### src/hw/rtl/mpwd_pkg.sv
// Shared types, codes and reset constants for the Manchester pulse-width decoder.
// Depends on nothing; the top, front and back files import it.
package mpwd_pkg;

    // Widths of the configuration registers, pulse durations, bus and result fields
    localparam int CFG_W     = 15;
    localparam int PADDR_W   = 4;
    localparam int PDATA_W   = 32;
    localparam int COUNT_W   = 8;
    localparam int DATA_W    = 32;

    // Register reset values
    localparam logic [CFG_W-1:0] HALF_BIT_RESET  = 15'd416;
    localparam logic [CFG_W-1:0] FULL_BIT_RESET  = 15'd833;
    localparam logic [CFG_W-1:0] TOLERANCE_RESET = 15'd105;

    // Default queue depths
    localparam int CMD_DEPTH_DEF = 2;
    localparam int RES_DEPTH_DEF = 2;

    // Register indexes (paddr[3:2])
    localparam logic [1:0] REG_HALF_BIT  = 2'd0;
    localparam logic [1:0] REG_FULL_BIT  = 2'd1;
    localparam logic [1:0] REG_TOLERANCE = 2'd2;

    typedef enum logic [1:0] {
        PH_START    = 2'd0,
        PH_BOUNDARY = 2'd1,
        PH_SECOND   = 2'd2
    } phase_t;

    typedef enum logic [2:0] {
        ST_OK         = 3'd0,
        ST_BAD_START  = 3'd1,
        ST_BAD_SECOND = 3'd2,
        ST_ENDED_LOW  = 3'd3,
        ST_INVALID    = 3'd4
    } status_t;

    typedef struct packed {
        logic [CFG_W-1:0] half_bit_us;
        logic [CFG_W-1:0] full_bit_us;
        logic [CFG_W-1:0] tolerance_us;
    } cfg_t;

    // Classified pulse passed from front to back
    typedef struct packed {
        logic level;
        logic last;
        logic padding;
        logic is_half;
        logic is_full;
    } cmd_t;

    // One frame result
    typedef struct packed {
        status_t              status;
        logic [COUNT_W-1:0]   bit_count;
        logic [DATA_W-1:0]    data_bits;
    } res_t;

endpackage

### src/hw/rtl/manchester_pulse_width_decoder.sv
// Manchester pulse-width decoder: one pulse per cycle sustained while neither side
// stalls. An accepted pulse is classified and written to a command queue at once;
// the decoder takes it from that queue's registers, and a frame result is written
// into the result queue's registers when the decoder takes the last pulse. Rate is
// set by the decoder update; both queues let either side stall without stopping the other.
// There is no clearing pass after reset. Configuration lives at byte addresses
// 0 (half_bit_us), 4 (full_bit_us) and 8 (tolerance_us), 15 bits each.
// Depends on mpwd_pkg, mpwd_fifo, mpwd_front and mpwd_back.
module manchester_pulse_width_decoder #(
    parameter int CMD_DEPTH = mpwd_pkg::CMD_DEPTH_DEF,
    parameter int RES_DEPTH = mpwd_pkg::RES_DEPTH_DEF
) (
    input  logic                            clk,
    input  logic                            rst_n,
    input  logic                            psel,
    input  logic                            penable,
    input  logic                            pwrite,
    input  logic [mpwd_pkg::PADDR_W-1:0]    paddr,
    input  logic [mpwd_pkg::PDATA_W-1:0]    pwdata,
    output logic [mpwd_pkg::PDATA_W-1:0]    prdata,
    output logic                            pready,
    input  logic                            push,
    output logic                            full,
    input  logic                            pulse_level,
    input  logic [mpwd_pkg::CFG_W-1:0]      duration_us,
    input  logic                            last_pulse,
    output logic                            empty,
    input  logic                            pop,
    output logic [2:0]                      status,
    output logic [mpwd_pkg::COUNT_W-1:0]    bit_count,
    output logic [mpwd_pkg::DATA_W-1:0]     data_bits
);
    import mpwd_pkg::*;

    cfg_t              cfg_reg, cfg_next;
    logic              cfg_we;
    logic [1:0]        reg_idx;
    cmd_t              cmd_in, cmd_out;
    logic [$bits(cmd_t)-1:0] cmd_rd;
    logic              cmd_empty, cmd_pop;
    res_t              res_in, res_out;
    logic [$bits(res_t)-1:0] res_rd;
    logic              res_full, res_push;

    // Configuration port
    assign pready  = 1'b1;
    assign cfg_we  = psel & penable & pwrite & pready;
    assign reg_idx = paddr[PADDR_W-1:2];

    always_comb
    begin
        cfg_next = cfg_reg;
        if (cfg_we)
        begin
            case (reg_idx)
                REG_HALF_BIT:  cfg_next.half_bit_us  = pwdata[CFG_W-1:0];
                REG_FULL_BIT:  cfg_next.full_bit_us  = pwdata[CFG_W-1:0];
                REG_TOLERANCE: cfg_next.tolerance_us = pwdata[CFG_W-1:0];
                default:       cfg_next = cfg_reg;
            endcase
        end
    end

    always_comb
    begin
        case (reg_idx)
            REG_HALF_BIT:  prdata = PDATA_W'(cfg_reg.half_bit_us);
            REG_FULL_BIT:  prdata = PDATA_W'(cfg_reg.full_bit_us);
            REG_TOLERANCE: prdata = PDATA_W'(cfg_reg.tolerance_us);
            default:       prdata = '0;
        endcase
    end

    always_ff @(posedge clk or negedge rst_n)
    begin
        if (!rst_n)
        begin
            cfg_reg.half_bit_us  <= HALF_BIT_RESET;
            cfg_reg.full_bit_us  <= FULL_BIT_RESET;
            cfg_reg.tolerance_us <= TOLERANCE_RESET;
        end
        else
        begin
            cfg_reg <= cfg_next;
        end
    end

    // Classify incoming pulses
    mpwd_front u_front (
        .cfg         (cfg_reg),
        .pulse_level (pulse_level),
        .duration_us (duration_us),
        .last_pulse  (last_pulse),
        .cmd         (cmd_in)
    );

    // Queue classified pulses
    mpwd_fifo #(
        .WIDTH ($bits(cmd_t)),
        .DEPTH (CMD_DEPTH)
    ) u_cmd_fifo (
        .clk     (clk),
        .rst_n   (rst_n),
        .push    (push),
        .wr_data (cmd_in),
        .full    (full),
        .pop     (cmd_pop),
        .rd_data (cmd_rd),
        .empty   (cmd_empty)
    );

    assign cmd_out = cmd_t'(cmd_rd);

    // Decode frames
    mpwd_back u_back (
        .clk       (clk),
        .rst_n     (rst_n),
        .cmd       (cmd_out),
        .cmd_empty (cmd_empty),
        .cmd_pop   (cmd_pop),
        .res_full  (res_full),
        .res_push  (res_push),
        .res       (res_in)
    );

    // Queue frame results
    mpwd_fifo #(
        .WIDTH ($bits(res_t)),
        .DEPTH (RES_DEPTH)
    ) u_res_fifo (
        .clk     (clk),
        .rst_n   (rst_n),
        .push    (res_push),
        .wr_data (res_in),
        .full    (res_full),
        .pop     (pop),
        .rd_data (res_rd),
        .empty   (empty)
    );

    assign res_out   = res_t'(res_rd);
    assign status    = res_out.status;
    assign bit_count = res_out.bit_count;
    assign data_bits = res_out.data_bits;

endmodule

### src/hw/rtl/mpwd_fifo.sv
// Small register FIFO used for the command queue and the result queue.
// Depends on nothing; width and depth come from parameters (DEPTH >= 2).
module mpwd_fifo #(
    parameter int WIDTH = 8,
    parameter int DEPTH = 2
) (
    input  logic             clk,
    input  logic             rst_n,
    input  logic             push,
    input  logic [WIDTH-1:0] wr_data,
    output logic             full,
    input  logic             pop,
    output logic [WIDTH-1:0] rd_data,
    output logic             empty
);

    localparam int AW = $clog2(DEPTH);
    localparam int CW = $clog2(DEPTH + 1);

    logic [WIDTH-1:0] mem_reg [DEPTH];
    logic [AW-1:0]    wr_ptr_reg, wr_ptr_next;
    logic [AW-1:0]    rd_ptr_reg, rd_ptr_next;
    logic [CW-1:0]    count_reg, count_next;
    logic             do_push, do_pop;

    assign full    = (count_reg == CW'(DEPTH));
    assign empty   = (count_reg == '0);
    assign do_push = push & ~full;
    assign do_pop  = pop & ~empty;
    assign rd_data = mem_reg[rd_ptr_reg];

    // Advance pointers with wrap, track fill level
    always_comb
    begin
        wr_ptr_next = wr_ptr_reg;
        rd_ptr_next = rd_ptr_reg;
        count_next  = count_reg;
        if (do_push)
        begin
            wr_ptr_next = (wr_ptr_reg == AW'(DEPTH - 1)) ? '0 : wr_ptr_reg + AW'(1);
        end
        if (do_pop)
        begin
            rd_ptr_next = (rd_ptr_reg == AW'(DEPTH - 1)) ? '0 : rd_ptr_reg + AW'(1);
        end
        if (do_push && !do_pop)
        begin
            count_next = count_reg + CW'(1);
        end
        else if (do_pop && !do_push)
        begin
            count_next = count_reg - CW'(1);
        end
    end

    always_ff @(posedge clk or negedge rst_n)
    begin
        if (!rst_n)
        begin
            wr_ptr_reg <= '0;
            rd_ptr_reg <= '0;
            count_reg  <= '0;
        end
        else
        begin
            wr_ptr_reg <= wr_ptr_next;
            rd_ptr_reg <= rd_ptr_next;
            count_reg  <= count_next;
        end
    end

    // Store the incoming item
    always_ff @(posedge clk)
    begin
        if (do_push)
        begin
            mem_reg[wr_ptr_reg] <= wr_data;
        end
    end

endmodule

### src/hw/rtl/mpwd_front.sv
// Front end: classifies each pulse against the half-bit and full-bit windows.
// Depends on mpwd_pkg; feeds the command queue.
module mpwd_front (
    input  mpwd_pkg::cfg_t                  cfg,
    input  logic                            pulse_level,
    input  logic [mpwd_pkg::CFG_W-1:0]      duration_us,
    input  logic                            last_pulse,
    output mpwd_pkg::cmd_t                  cmd
);
    import mpwd_pkg::*;

    // Exclusive window test: nom - tol < d < nom + tol
    function automatic logic in_window(
        input logic [CFG_W-1:0] d,
        input logic [CFG_W-1:0] nom,
        input logic [CFG_W-1:0] tol
    );
        logic [CFG_W+1:0] lo;
        logic [CFG_W:0]   hi;
        logic             above, below;
        lo    = {2'b00, nom} - {2'b00, tol};
        hi    = {1'b0, nom} + {1'b0, tol};
        above = $signed({2'b00, d}) > $signed(lo);
        below = {1'b0, d} < hi;
        in_window = above & below;
    endfunction

    // Build the classified pulse
    always_comb
    begin
        cmd.level   = pulse_level;
        cmd.last    = last_pulse;
        cmd.padding = last_pulse & ~pulse_level & (duration_us == '0);
        cmd.is_half = in_window(duration_us, cfg.half_bit_us, cfg.tolerance_us);
        cmd.is_full = in_window(duration_us, cfg.full_bit_us, cfg.tolerance_us);
    end

endmodule

### src/hw/rtl/mpwd_back.sv
// Back end: runs the frame decoder on classified pulses and emits frame results.
// Depends on mpwd_pkg; pops the command queue and pushes the result queue.
module mpwd_back (
    input  logic            clk,
    input  logic            rst_n,
    input  mpwd_pkg::cmd_t  cmd,
    input  logic            cmd_empty,
    output logic            cmd_pop,
    input  logic            res_full,
    output logic            res_push,
    output mpwd_pkg::res_t  res
);
    import mpwd_pkg::*;

    phase_t              phase_reg, phase_next, phase_upd;
    logic                cur_reg, cur_next, cur_upd;
    logic [DATA_W-1:0]   shift_reg, shift_next, shift_upd;
    logic [COUNT_W-1:0]  bits_reg, bits_next, bits_upd;
    logic                prior_reg, prior_next, prior_upd;
    status_t             err_reg, err_next, err_upd;
    logic                consume;

    // Take a pulse unless it ends a frame and the result queue is full
    assign consume  = ~cmd_empty & (~cmd.last | ~res_full);
    assign cmd_pop  = consume;
    assign res_push = consume & cmd.last;

    // Next state: apply the pulse, then clear the frame on its last pulse
    always_comb
    begin
        phase_upd = phase_reg;
        cur_upd   = cur_reg;
        shift_upd = shift_reg;
        bits_upd  = bits_reg;
        prior_upd = prior_reg;
        err_upd   = err_reg;
        if (err_reg == ST_OK)
        begin
            case (phase_reg)
                PH_BOUNDARY:
                begin
                    if (cmd.padding)
                    begin
                        err_upd = ST_OK;
                    end
                    else if (cmd.is_half)
                    begin
                        if (cmd.last)
                        begin
                            if (!cmd.level)
                            begin
                                err_upd = ST_ENDED_LOW;
                            end
                        end
                        else
                        begin
                            prior_upd = cmd.level;
                            phase_upd = PH_SECOND;
                        end
                    end
                    else if (cmd.is_full)
                    begin
                        cur_upd   = ~cur_reg;
                        shift_upd = {shift_reg[DATA_W-2:0], ~cur_reg};
                        bits_upd  = (bits_reg == '1) ? bits_reg : bits_reg + COUNT_W'(1);
                    end
                    else
                    begin
                        err_upd = ST_INVALID;
                    end
                end
                PH_SECOND:
                begin
                    if (cmd.padding)
                    begin
                        if (!prior_reg)
                        begin
                            err_upd = ST_ENDED_LOW;
                        end
                    end
                    else if (cmd.is_half)
                    begin
                        shift_upd = {shift_reg[DATA_W-2:0], cur_reg};
                        bits_upd  = (bits_reg == '1) ? bits_reg : bits_reg + COUNT_W'(1);
                        phase_upd = PH_BOUNDARY;
                    end
                    else
                    begin
                        err_upd = ST_BAD_SECOND;
                    end
                end
                default:
                begin
                    if (!cmd.padding && cmd.level && cmd.is_half)
                    begin
                        phase_upd = PH_BOUNDARY;
                    end
                    else
                    begin
                        err_upd = ST_BAD_START;
                    end
                end
            endcase
        end

        phase_next = phase_reg;
        cur_next   = cur_reg;
        shift_next = shift_reg;
        bits_next  = bits_reg;
        prior_next = prior_reg;
        err_next   = err_reg;
        if (consume)
        begin
            if (cmd.last)
            begin
                phase_next = PH_START;
                cur_next   = 1'b1;
                shift_next = '0;
                bits_next  = '0;
                prior_next = 1'b0;
                err_next   = ST_OK;
            end
            else
            begin
                phase_next = phase_upd;
                cur_next   = cur_upd;
                shift_next = shift_upd;
                bits_next  = bits_upd;
                prior_next = prior_upd;
                err_next   = err_upd;
            end
        end
    end

    // Outputs: frame result, zero fields on error
    always_comb
    begin
        res.status    = err_upd;
        res.bit_count = (err_upd == ST_OK) ? bits_upd : '0;
        res.data_bits = (err_upd == ST_OK) ? shift_upd : '0;
    end

    always_ff @(posedge clk or negedge rst_n)
    begin
        if (!rst_n)
        begin
            phase_reg <= PH_START;
            cur_reg   <= 1'b1;
            shift_reg <= '0;
            bits_reg  <= '0;
            prior_reg <= 1'b0;
            err_reg   <= ST_OK;
        end
        else
        begin
            phase_reg <= phase_next;
            cur_reg   <= cur_next;
            shift_reg <= shift_next;
            bits_reg  <= bits_next;
            prior_reg <= prior_next;
            err_reg   <= err_next;
        end
    end

    // A stored error holds until the frame's last pulse is taken
    a_err_sticky: assert property (@(posedge clk) disable iff (!rst_n)
        (err_reg != ST_OK && !(consume && cmd.last)) |=> err_reg == $past(err_reg))
        else $error("decoder error code changed mid-frame");

    // The bit count only grows within a frame
    a_bits_grow: assert property (@(posedge clk) disable iff (!rst_n)
        !(consume && cmd.last) |=> bits_reg >= $past(bits_reg))
        else $error("bit count dropped within a frame");

    // Each frame end clears the frame state
    a_frame_clear: assert property (@(posedge clk) disable iff (!rst_n)
        res_push |=> (phase_reg == PH_START && err_reg == ST_OK && bits_reg == '0))
        else $error("frame state not cleared after result");

endmodule
### config.mk
export PLATFORM = sky130hd
export DESIGN_NAME = manchester_pulse_width_decoder
export DESIGN_NICKNAME = d
export VERILOG_FILES = /design/src/hw/rtl/mpwd_pkg.sv /design/src/hw/rtl/manchester_pulse_width_decoder.sv /design/src/hw/rtl/mpwd_fifo.sv /design/src/hw/rtl/mpwd_front.sv /design/src/hw/rtl/mpwd_back.sv
export SDC_FILE = /design/constraint.sdc
export NUM_CORES = 1
export LEC_CHECK = 0
export BUFFER_PORTS_ARGS = -buffer_cell sky130_fd_sc_hd__buf_4
export CORE_ASPECT_RATIO = 1.25
export CORE_UTILIZATION = 60
export CTS_CLUSTER_DIAMETER = 120
export DETAILED_ROUTE_END_ITERATION = 6
export PLACE_DENSITY_LB_ADDON = 0.12
export SKIP_CTS_REPAIR_TIMING = 1
export SLEW_MARGIN = 5
export SYNTH_ARGS = -nofsm -noshare
export SYNTH_HDL_FRONTEND = slang
export SYNTH_SLANG_ARGS = --single-unit
### constraint.sdc
create_clock -name clk -period 5.9 [get_ports clk]
set_clock_uncertainty 0.15 [all_clocks]
set_input_delay 0.295 -clock clk [delete_from_list [all_inputs] [get_ports clk]]
set_output_delay 0.295 -clock clk [all_outputs]
set_load 0.005 [all_outputs]
==> metrics.md, run 1 <==
| Metric | Value |
|---|---|
| Boundary Pins | `138` |
| Core ar. | `between 20000 and 25000 um^2` |
| Clk buf depth | `2` |
| Max Cap Viol | `0` |
| Worst slew pin tran | `1.229 ns` |
| DIE AREA | `around 22000 um^2` |
| Layout area overhead | `12.68%` |
| Syn Inst Count | `around 1300` |
| Clock latency on the worst-skew pair | `0.45 ns` |
| P_leak | `0.006193 uW` |
| Clk root buf | `clkbuf_16` |
| Crit path launch type | `register` |
| DPL Wire Length | `approximately 22000 um` |
| CTS Sinks | `a little under 200` |
| Final WL | `29750 um` |
| Ys async rst share | `0.5102` |
| Tcrit/Tclk final | `0.7901` |
| Post-synthesis sequential area ratio | `0.4136` |
| CP required | `~6 ns` |
| Mapped cell area | `13060 um^2` |
| Vias in the first global route | `9762` |
| Max FFs per register | `86` |
| First-pass GRT wire length | `between 40000 and 50000 um` |
| Final hold vios | `0` |
| Post-synthesis cell type count | `between 80 and 90` |
| Clock-pin slew on the worst setup and hold paths | `about 0.080 ns` |
| RSZ-0062 raised after global routing | `false` |
| CTS Buf Count | `17` |
| Max Clk Rate | `between 0.2 and 0.25 GHz` |
| Layout Cells excl Fill | `1637` |
| Pins Over Slew Limit | `0` |
| Die Wd | `around 130 um` |
| Worst-path fanout max | `6` |
| Arr. time, crit path | `about 4.7 ns` |
| Number of flops mapped to enable cells by yosys | `96` |
| Top_reg_cell synth | `edfxtp_1` |
| Initial Util | `0.6102` |
| Post-route ant nets | `0` |
| Global route overflow | `0` |
| Syn Area/Cell | `between 10 and 15 um^2` |
| CP Class | `register to register` |
| Post-layout min period | `roughly 4.7 ns` |
| Via count | `~10000` |
| Buffers on Ports | `100` |
| Largest net degree at the start of global routing | `57` |
| Most common cell after layout, fill and taps aside | `ha_1` |
| Final setup viols | `0` |
| GP Congestion | `0.9025` |
| VDD IR max | `about 280 uV` |
| CTS tree | `done` |
| DR vias/cell | `approximately 6.1` |
| Max-slew headroom | `0.1806` |
| Die height | `approximately 170 um` |
| Placed cells | `1587` |
| Status | `finished clean` |
| Share of layout cells above drive strength 1 | `0.1981` |
| Synthesized flop and latch total | `about 200` |
| Worst min path class | `input pin to register` |
| Setup TNS Final | `0 ns` |
| Row cnt | `60` |
| Critical path endpoint category | `register` |
| Initial antenna violation count | `0` |
| WL/cell | `about 18 um` |
| GR Util All Layers | `0.2707` |
| Remaining DRCs | `0` |
| DRT iter0 DRCs | `slightly below 600` |
| H-tree level count | `4` |
| FILL cells | `1666` |
| Pre-Repair DR Iteration Count | `7` |
| Power per Cell Area | `slightly below 500 nW/um^2` |
| Most frequent cells in the layout | `ha_1, nor2_1, buf_4` |
| Synth warn | `0` |
| Fin nets | `around 1500` |
| Diodes inserted | `0` |
| Pwr Total | `7097 uW` |
-- stage by stage --
step	area (um^2)	setup WS [ns]	hold slack, ns	util
after floorplan	13120	1.118	-0.1506	-
after global placement	13900	1.350	0.1718	0.6495
after detailed placement	13900	1.307	0.1742	0.6495
final	14710	1.238	0.03079	0.6875
after CTS	14530	1.247	-0.3014	0.6791
after global routing	14710	1.028	0.04980	0.6875
-- logic make-up after synthesis --
| logic type | share of synthesized area |
|---|---|
| and+or+nand+nor | 0.1168 |
| AOI/OAI and AO/OA | 0.1647 |
| other | 0.0005753 |
| muxes | 0.09555 |
| buffers and inverters | 0.04984 |
| DFF | 0.4136 |
| adders and majority gates | 0.1240 |
| xor gates and xnor gates | 0.03489 |
-- worst max-delay path, stage by stage (launching register included) --
cell and delay (ns):
dfstp_2 0.59, ha_1 0.18, inv_1 0.05, fa_1 0.41, a21o_1 0.18, a21o_1 0.21
a21boi_0 0.54, nor4_1 0.15, mux2i_1 0.16, and3_1 0.18, ha_1 0.31, nand4_1 0.15
or4_1 0.61, o21ai_0 0.11, a31oi_1 0.07, o31a_1 0.34
-- Yosys cell counts, types with 15 or more instances --
master | instances | share of area
nor2b_1 | 15 | 0.0072
ha_1 | 123 | 0.12
nor2_1 | 111 | 0.032
mux2i_1 | 20 | 0.015
dfrtp_1 | 88 | 0.17
nand2_1 | 65 | 0.019
o21ai_0 | 67 | 0.026
mux2_2 | 93 | 0.080
nand2b_1 | 15 | 0.0072
buf_2 | 16 | 0.0061
a22oi_1 | 32 | 0.018
nor3_1 | 28 | 0.011
xnor2_1 | 38 | 0.025
a22o_1 | 33 | 0.022
a21oi_1 | 63 | 0.024
buf_4 | 21 | 0.012
clkbuf_1 | 27 | 0.0078
inv_1 | 63 | 0.018
nand3_1 | 22 | 0.0084
edfxtp_1 | 96 | 0.22
-- per-layer routing --
| metal | vias up | routed length [um] | global-route usage |
|---|---|---|---|
| met2 | 287 | 15620 | 0.4911 |
| met1 | 4853 | 11860 | 0.3093 |
| met5 | - | 0 | 0 |
| met3 | 78 | 985 | 0.03288 |
| li1 | 4769 | - | - |
| met4 | 0 | 1282 | 0.1388 |
-- final cells by class --
class | count | area [um^2] | area share
timing repair buffer | 127 | 998.5 | 0.06787
multi-input combinational | 939 | 7088 | 0.4818
clock buffer | 17 | 425.4 | 0.02892
inverter | 64 | 240.2 | 0.01633
sequential | 196 | 5401 | 0.3672
tap | 279 | 349.1 | 0.02373
clock inverter | 15 | 207.7 | 0.01412
-- power breakdown --
part / leakage [uW] / total, uW / switching [uW] / internal [uW]
sequential: 0.00218 / 2120 / 222 / 1900
combinational: 0.00372 / 3750 / 2100 / 1640
clock: 0.000300 / 1220 / 632 / 593
-- final timing paths --
path,end,slack (ns),cells after the start,start
max reg2reg,u_cmd_fifo.mem_reg[0][1],1.24,15,cfg_reg[0]
min in group asynchronous,cfg_reg[16],0.24,2,rst_n
min,u_cmd_fifo.wr_ptr_reg,0.03,3,push
max in group asynchronous,u_res_fifo.rd_ptr_reg,4.20,3,rst_n
max,u_cmd_fifo.mem_reg[0][1],1.24,15,cfg_reg[0]
min reg2reg,u_res_fifo.wr_ptr_reg,0.36,1,u_res_fifo.wr_ptr_reg
No activity file was read; power rests on OpenSTA's default activity.
==> run 2, diff against run 1 <==
- CORE_UTILIZATION: 60 -> 54
- clock period: 5.9 -> 4.2 ns (I/O delays scaled with it)
==> metrics.md, run 2 (synthesis gave the netlist of run 1 again) <==
| Metric | Value |
|---|---|
| Post-route ant nets | `0 (unchanged)` |
| Boundary Pins | `138 (unchanged)` |
| Core ar. | `23730 um^2 (was 21400 um^2)` |
| FILL cells | `1981 (was 1666)` |
| Most common cell after layout, fill and taps aside | `buf_4 (was ha_1)` |
| Worst slew pin tran | `0.8794 ns (was 1.229 ns)` |
| Clock-pin slew on the worst setup and hold paths | `0.08 ns (about the same)` |
| Clock Power Share | `0.162 (was 0.173)` |
| Global route overflow | `0 (unchanged)` |
| First-pass GRT wire length | `49150 um (was 47670 um)` |
| VDD IR max | `374.2 uV (was 275.2 uV)` |
| CP Class | `register to register (unchanged)` |
| Setup TNS Final | `0 ns (unchanged)` |
| Diodes inserted | `0 (unchanged)` |
| Initial antenna violation count | `0 (unchanged)` |
| GR Util All Layers | `0.2566 (was 0.2707)` |
| Die Wd | `141.1 um (was 133.9 um)` |
| WL/cell | `17.97 um (was 18.18 um)` |
| Layout area overhead | `15.88% (was 12.68%)` |
| Pwr Total | `10220 uW (was 7097 uW)` |
| Via count | `10070 (was 9987)` |
| DR vias/cell | `5.839 (was 6.101)` |
| Largest net degree at the start of global routing | `63 (was 57)` |
| Pre-Repair DR Iteration Count | `5 (was 7)` |
| Final hold vios | `0 (unchanged)` |
| Final WL | `30980 um (was 29750 um)` |
| Internal power | `5992 uW (was 4139 uW)` |
| P_leak | `0.006394 uW (was 0.006193 uW)` |
| Share of layout cells above drive strength 1 | `0.2287 (was 0.1981)` |
| Max-slew headroom | `0.4137 (was 0.1806)` |
| Post-layout min period | `4.047 ns (was 4.662 ns)` |
| Power per Cell Area | `675.4 nW/um^2 (was 482.4 nW/um^2)` |
| Final core utilization | `0.6376 (was 0.6875)` |
| Final Cell Area | `15130 um^2 (was 14710 um^2)` |
| CTS tree | `done (unchanged)` |
| Final setup viols | `0 (unchanged)` |
| Most frequent cells in the layout | `buf_4, ha_1, nor2_1 (was ha_1, nor2_1, buf_4)` |
| DPL Wire Length | `23220 um (was 21900 um)` |
| DP Area | `14220 um^2 (was 13900 um^2)` |
| Critical path endpoint category | `register (unchanged)` |
| Tcrit/Tclk final | `0.9637 (was 0.7901)` |
| NetSw | `4226 uW (was 2958 uW)` |
| Max Clk Rate | `0.2471 GHz (was 0.2145 GHz)` |
| Hold_ws | `0.02849 ns (was 0.03079 ns)` |
| Switching Share | `0.4136 (was 0.4168)` |
| Pins Over Slew Limit | `0 (unchanged)` |
| DIE AREA | `24810 um^2 (was 22360 um^2)` |
| Vias in the first global route | `9722 (was 9762)` |
| Die height | `175.8 um (was 166.9 um)` |
| Initial Util | `0.5502 (was 0.6102)` |
| CTS Sinks | `196 (unchanged)` |
| Buffers on Ports | `100 (unchanged)` |
| Worst-path fanout max | `4 (was 6)` |
| Clk root buf | `clkbuf_16 (unchanged)` |
| Worst min path class | `input pin to register (unchanged)` |
| Max FFs per register | `86 (unchanged)` |
| Clk buf depth | `2 (unchanged)` |
| H-tree level count | `4 (unchanged)` |
| Gate power share | `0.544 (was 0.528)` |
| Sequential share of power | `0.294 (was 0.299)` |
| Max Cap Viol | `0 (unchanged)` |
| Arr. time, crit path | `4.09 ns (was 4.69 ns)` |
| GP Congestion | `0.9314 (was 0.9025)` |
| DRT iter0 DRCs | `576 (was 594)` |
| Crit path launch type | `register (unchanged)` |
| Status | `finished clean (unchanged)` |
| Remaining DRCs | `0 (unchanged)` |
| Fin nets | `1573 (was 1532)` |
| Grt peak-use layer | `met2 (unchanged)` |
| Row cnt | `63 (was 60)` |
| Met3 usage | `0.03381 (was 0.03288)` |
| Clock latency on the worst-skew pair | `0.46 ns (was 0.45 ns)` |
| CTS Buf Count | `17 (unchanged)` |
| GRT met2 Usage | `0.4701 (was 0.4911)` |
| Met1 Use GR | `0.2877 (was 0.3093)` |
| CP required | `4.24 ns (was 5.93 ns)` |
==> run 2: cell types whose count changed in the layout (fill, tap and decap cells not counted), sizes merged <==
cell         delta
buf            +39
clkinv          +3
dlygate4sd3     +2
inv             -2
clkinvlp        -1
==> run 2: layout make-up <==
| cell class | instances | area [um^2] | area share |
|---|---|---|---|
| Clock buffer | 17 | 425.4 | 0.02812 |
| Clock inverter | 15 | 181.4 | 0.01199 |
| Inverter | 64 | 240.2 | 0.01588 |
| Multi-Input combinational cell | 939 | 7162 | 0.4734 |
| Sequential cell | 196 | 5401 | 0.3570 |
| Tap cell | 325 | 406.6 | 0.02688 |
| Timing Repair Buffer | 168 | 1311 | 0.08668 |
==> run 2: routing by layer <==
metal | part of all wire | vias to the layer above
li1 | - | 4868
met1 | 0.40 | 4890
met2 | 0.53 | 241
met3 | 0.029 | 68
met4 | 0.038 | 0
met5 | 0 | -
==> run 2: per-stage QoR <==
step / instances / worst slack [ns]
after floorplan: 1272 / 0.2613
after global placement: 1668 / 0.06001
after detailed placement: 1668 / 0.01810
after CTS: 1700 / 0.006260
after global routing: 1724 / -0.002045
final: 1724 / 0.1526
==> run 2: critical path: stages (launching register included) <==
cell      delay (ns)
dfstp_2         0.59
ha_4            0.14
inv_1           0.05
fa_2            0.41
a21o_1          0.17
a21o_1          0.19
a21boi_1        0.13
buf_4           0.16
o31ai_1         0.08
a21oi_1         0.17
xor2_1          0.09
ha_1            0.33
nand4_1         0.09
or4_1           0.54
o21ai_0         0.09
a31oi_1         0.06
o31a_1          0.33
==> run 2: worst paths after layout <==
check	startpoint	to	slack, ns	cells past startpoint
setup / recovery	cfg_reg[0]	u_cmd_fifo.mem_reg[0][1]	0.15	16
hold / removal	duration_us[12]	u_cmd_fifo.mem_reg[0][2]	0.03	2
setup reg to reg	cfg_reg[0]	u_cmd_fifo.mem_reg[0][1]	0.15	16
hold reg to reg	u_cmd_fifo.wr_ptr_reg	u_cmd_fifo.wr_ptr_reg	0.35	1
max in group asynchronous	rst_n	cfg_reg[24]	2.65	3
min in group asynchronous	rst_n	cfg_reg[31]	0.24	2
==> run 2: power by group through the flow <==
stage / clock, uW / sequential, uW / combinational (uW)
6_report: 1660 / 3000 / 5560
5_1_grt: 1750 / 3070 / 6120
4_1_cts: 1680 / 3010 / 5470
3_5_place_dp: 0 / 3050 / 5440
3_3_place_gp: 0 / 3020 / 5380
2_1_floorplan: 0 / 2910 / 3770
